--- src/rtl/core/qte_pkg.sv ---
`default_nettype none

package qte_pkg;

    // Default port widths
    localparam int COMPONENT_BITS_DEF = 16;
    localparam int ANGLE_BITS_DEF     = 16;

    // Internal fixed point: components at Q1.29, products at scale 2^58
    localparam int ALIGN_W    = 30;
    localparam int ALIGN_FRAC = 29;
    localparam int PROD_W     = 60;
    localparam int WIDE_W     = 64;

    localparam logic signed [WIDE_W-1:0] PROD_ONE = 64'sh0400_0000_0000_0000;
    localparam logic [WIDE_W-1:0]        SQRT_ONE = 64'h1000_0000_0000_0000;

    // Shift that brings the pitch sine term from scale 2^58 to scale 2^30
    localparam int PITCH_SHIFT = 28;

    localparam int SQRT_STEPS    = 31;
    localparam int CORDIC_STAGES = 31;
    localparam int TURN_W        = 32;

    localparam logic [TURN_W-1:0] HALF_TURN = 32'h8000_0000;

    // atan(2^-i) as a fraction of a full turn, scaled by 2^32
    localparam logic [TURN_W-1:0] ATAN_TURN [0:CORDIC_STAGES-1] = '{
        32'd536870912, 32'd316933406, 32'd167458907, 32'd85004756,
        32'd42667331,  32'd21354465,  32'd10679838,  32'd5340245,
        32'd2670163,   32'd1335087,   32'd667544,    32'd333772,
        32'd166886,    32'd83443,     32'd41722,     32'd20861,
        32'd10430,     32'd5215,      32'd2608,      32'd1304,
        32'd652,       32'd326,       32'd163,       32'd81,
        32'd41,        32'd20,        32'd10,        32'd5,
        32'd3,         32'd1,         32'd1
    };

    // Quadratic forms handed from the front end to the square root
    typedef struct packed {
        logic signed [WIDE_W-1:0] sin_roll;
        logic signed [WIDE_W-1:0] cos_roll;
        logic signed [WIDE_W-1:0] sin_yaw;
        logic signed [WIDE_W-1:0] cos_yaw;
        logic signed [WIDE_W-1:0] sin_pitch;
        logic                     sat;
        logic                     pitch_pos;
    } qte_forms_t;

    // Flags that travel with the roll arctangent
    typedef struct packed {
        logic sat;
        logic pitch_pos;
    } qte_flags_t;

endpackage

`default_nettype wire

--- src/rtl/core/qte_sqrt.sv ---
`default_nettype none

module qte_sqrt #(
    parameter int SIDE_W = 1
) (
    input  wire logic                           aclk,
    input  wire logic                           aresetn,
    input  wire logic                           en,
    input  wire logic                           in_valid,
    input  wire logic [qte_pkg::WIDE_W-1:0]     in_rad,
    input  wire logic [SIDE_W-1:0]              in_side,
    output logic                                out_valid,
    output logic [qte_pkg::WIDE_W-1:0]          out_root,
    output logic [SIDE_W-1:0]                   out_side
);

    localparam int N  = qte_pkg::SQRT_STEPS;
    localparam int WW = qte_pkg::WIDE_W;

    logic [WW-1:0]     rem_reg  [0:N];
    logic [WW-1:0]     root_reg [0:N];
    logic [SIDE_W-1:0] side_reg [0:N];
    logic              v_reg    [0:N];

    always_comb begin
        rem_reg[0]  = in_rad;
        root_reg[0] = '0;
        side_reg[0] = in_side;
        v_reg[0]    = in_valid;
    end

    // One result bit per stage, trial bit 4^(N-1-k)
    for (genvar k = 0; k < N; k++) begin : g_step
        localparam logic [WW-1:0] TRIAL = WW'(1) << (2 * (N - 1 - k));
        logic [WW-1:0] cand;
        assign cand = root_reg[k] + TRIAL;

        always_ff @(posedge aclk) begin
            if (!aresetn) begin
                v_reg[k+1] <= 1'b0;
            end else if (en) begin
                v_reg[k+1] <= v_reg[k];
            end
        end

        always_ff @(posedge aclk) begin
            if (en) begin
                side_reg[k+1] <= side_reg[k];
                if (rem_reg[k] >= cand) begin
                    rem_reg[k+1]  <= rem_reg[k] - cand;
                    root_reg[k+1] <= (root_reg[k] >> 1) + TRIAL;
                end else begin
                    rem_reg[k+1]  <= rem_reg[k];
                    root_reg[k+1] <= root_reg[k] >> 1;
                end
            end
        end
    end

    assign out_valid = v_reg[N];
    assign out_root  = root_reg[N];
    assign out_side  = side_reg[N];

endmodule

`default_nettype wire

--- config.mk ---
export PLATFORM = sky130hd
export DESIGN_NAME = qte_sqrt
export DESIGN_NICKNAME = d
export VERILOG_FILES = /design/src/rtl/core/qte_pkg.sv /design/src/rtl/core/qte_sqrt.sv
export SDC_FILE = /design/constraint.sdc
export NUM_CORES = 2
export LEC_CHECK = 0
export BUFFER_PORTS_ARGS = -buffer_cell sky130_fd_sc_hd__buf_4
export CELL_PAD_IN_SITES_DETAIL_PLACEMENT = 1
export CELL_PAD_IN_SITES_GLOBAL_PLACEMENT = 2
export CORE_ASPECT_RATIO = 1.1
export CORE_MARGIN = 3
export CORE_UTILIZATION = 41
export CTS_CLUSTER_SIZE = 16
export DETAILED_ROUTE_END_ITERATION = 12
export HOLD_SLACK_MARGIN = 0.06
export PLACE_DENSITY = 0.76
export RECOVER_POWER = 50
export SYNTH_ARGS = -nofsm -noshare
export SYNTH_HDL_FRONTEND = slang
export SYNTH_SLANG_ARGS = --single-unit
--- constraint.sdc ---
create_clock -name aclk -period 3.5 [get_ports aclk]
set_input_delay 0.7 -clock aclk [delete_from_list [all_inputs] [get_ports aclk]]
set_output_delay 0.7 -clock aclk [all_outputs]
set_load 0.01 [all_outputs]
==> impl_metrics.json <==
{
  "status": "complete, but fails checks",
  "failed_checks": "max-capacitance violations, max-slew violations, negative setup slack",
  "syn_area_per_cell_um2": 12.57,
  "grt_max_degree": 179,
  "postRouteAntennaNets": 0,
  "die_height_um": 570.1,
  "synth_area_um2": 118600,
  "wire_per_inst_um": 22.49,
  "max_slew_margin_pct": -45.82,
  "critPathTopFamily": "simple AND/OR/NAND/NOR gates",
  "crit_path_start_kind": "flip-flop",
  "clk_latency_ps": 850,
  "worstRegToRegCells": 11,
  "tns_ps": -7845,
  "crit_required_ps": 4120,
  "cts_buffers": 283,
  "dieArea_um2": 295800,
  "nNetsFinal": 11230,
  "rsz0062_at_grt": "yes",
  "die_w_um": 518.8,
  "setup_violations": 86,
  "maxSlewViolCount": 40,
  "use_met1_pct": 26.21,
  "gr-usage-met3_pct": 2.753,
  "arrival_ps": 4300,
  "clk_pin_slew_ps": 70,
  "min_period_ps": 3683,
  "hold_depth": 3,
  "ir_drop_uv": 496.6,
  "firstDrtPassIters": 7,
  "synth_seq_cells": 2478,
  "crit_start": "rem_reg[180]$_DFFE_PP_",
  "critPathMaxFanout": 6,
  "cts_buffer_depth": 4,
  "h-tree-depth": 5,
  "drt-total-wl_um": 330600,
  "reg2reg_slack_ps": -180,
  "initial_core_util_pct": 41.31,
  "yosys_warnings": 0,
  "grt_pass1_wl_um": 504400,
  "dp_cells": 14050,
  "worstHoldEndpoint": "rem_reg[1983]$_DFFE_PP_",
  "hpwl_um": 247400,
  "cp_num_cells": 11,
  "drtIter0Drc": 5288,
  "synth.distinct_cells": 89,
  "dp_slack_ps": -414.3,
  "io_pins": 135,
  "instances_no_fill": 14700,
  "grt_pass1_vias": 84510,
  "synth_cells": 9437,
  "cts-root-buf": "clkbuf_16",
  "final.period_utilization_pct": 105.2,
  "grt_antenna_before_repair": 9,
  "p_leak_nw": 54.51,
  "busiest_layer": "met2",
  "cts_tree": "yes",
  "fin_skew_ps": 78.15,
  "coreArea_um2": 287100,
  "slowest_delay_ps": 550,
  "gp_congestion": 0.8710,
  "vias": 79740,
  "holdWs_ps": 195.4,
  "vias_per_cell": 5.425,
  "hold_violations": 0,
  "min_from": "in_rad[63]",
  "final_common_cell": "edfxtp_1",
  "tightest_slew_ps": 2187,
  "cp-end-kind": "flip-flop",
  "largest_reg_flops": 1920,
  "layout_common_cells": "edfxtp_1, buf_4, inv_1, nor2_1, a21oi_1",
  "drc": 0,
  "grt-ovfl-total": 0,
  "hold_class": "in -> reg",
  "clkSinkCount": 2478,
  "slowest_stage": "or4_4",
  "area_growth_pct": 20.26,
  "crit_top_cell": "or4_4",
  "fp-row-count": 206,
  "total_power_mw": 90.00,
  "fin_area_um2": 142700,
  "path_cells": "or4_4, or4b_4, or3_4, or4_4, a311o_1, o21bai_4, buf_6, nand4b_4, buf_12, nor4_2, xor2_1",
  "synth-edff-count": 2447,
  "place_area_um2": 130300,
  "synthArstFlopShare_pct": 0,
  "use_met2_pct": 40.43,
  "crit_buf_inv": 2,
  "layout-drive-gt1-share_pct": 17.08,
  "fmax_mhz": 271.5,
  "crit_type": "reg -> reg",
  "grtUsageTotal_pct": 21.72,
  "numPortBuffers": 101,
  "power_density_nw_per_um2": 630.9,
  "worst_slack_ps": -183.4,
  "max_cap_viol_count": 1,
  "r2r_start": "rem_reg[180]$_DFFE_PP_",
  "reg2reg_to": "rem_reg[103]$_DFFE_PP_",
  "synth_ff_type": "edfxtp_1",
  "yosysSeqAreaShare_pct": 62.47,
  "utilization_pct": 49.68
}
-- where the power goes --
part	total [mW]	leakage [nW]	internal, mW	switching, mW
clock network	29.5	4.45	17.3	12.3
registers	40.2	23.8	37.2	2.98
logic	20.3	26.3	9.02	11.2
-- tightest hold or removal path, cell delays in order --
cell and delay [ps]:
buf_4 100, xnor2_1 80, nor2_1 100
-- cells by family (layout without fill, tap and decap cells) --
family | Yosys count | after routing | share of synthesized area, %
adders and majority gates | 525 | 525 | 5.538
and+or+nand+nor | 2813 | 2814 | 12.28
other | 1 | 38 | 0.003161
muxes | 145 | 145 | 1.330
buffers and inverters | 900 | 2275 | 2.978
DFF | 2478 | 2478 | 62.47
xor gates and xnor gates | 873 | 873 | 6.446
AOI/OAI and AO/OA | 1702 | 1703 | 8.951
-- what timing repair did --
item | 4_1_cts | 5_1_grt
gates cloned | 9 | 6
buffers inserted | 30 | 43
gates resized for setup | 198 | 304
endpoints found under the hold margin | 61 | 0
hold buffers | 61 | 0
setup endpoints to repair | 288 | 462
pin swaps | 59 | 65
-- Yosys cell counts (all sizes together) (31+ instances only) --
library cell / count / area, µm²
a211oi: 50 / 375.4
a21o: 216 / 1622
a21oi: 617 / 3092
a31oi: 53 / 331.6
and3: 38 / 237.7
buf: 57 / 367.8
clkbuf: 160 / 600.6
dfxtp: 31 / 620.6
edfxtp: 2447 / 73480
ha: 525 / 6569
inv: 682 / 2560
mux2: 101 / 1137
mux2i: 44 / 440.4
nand2: 539 / 2023
nand2b: 93 / 581.8
nand3: 157 / 785.8
nand4: 162 / 1013
nor2: 668 / 2507
nor2b: 100 / 625.6
nor3: 272 / 1361
nor4: 348 / 2177
nor4b: 51 / 446.7
o211ai: 32 / 245.2
o21a: 99 / 743.2
o21ai: 339 / 1697
o21bai: 48 / 371.6
or2: 47 / 294.0
or3: 115 / 719.4
or4: 75 / 566.8
xnor2: 441 / 3862
xor2: 432 / 3784
-- how the worst max path moves through the flow --
stage / endpoint
final: rem_reg[103]$_DFFE_PP_
after global routing: rem_reg[103]$_DFFE_PP_
after CTS: rem_reg[103]$_DFFE_PP_
after detailed placement: rem_reg[634]$_DFFE_PP_
after global placement: rem_reg[634]$_DFFE_PP_
after floorplan: rem_reg[119]$_DFFE_PP_
-- layer usage --
metal | vias up | share of wire [%]
met2 | 1497 | 53
li1 | 37660 | -
met5 | - | 0.014
met3 | 532 | 4.0
met1 | 40050 | 40
met4 | 4 | 2.9
-- final cells by class --
type                    instances  area, µm²
fillers                     29550     144500
repair buffers               1095       8756
clock inverters               179       1818
clock buffers                 318       7320
diodes                          5      12.51
inverters                     683       2575
well taps                    3848       4815
multi-input cells            6093      43260
flip-flops and latches       2478      74100
No activity file was read; power rests on OpenSTA's default activity.
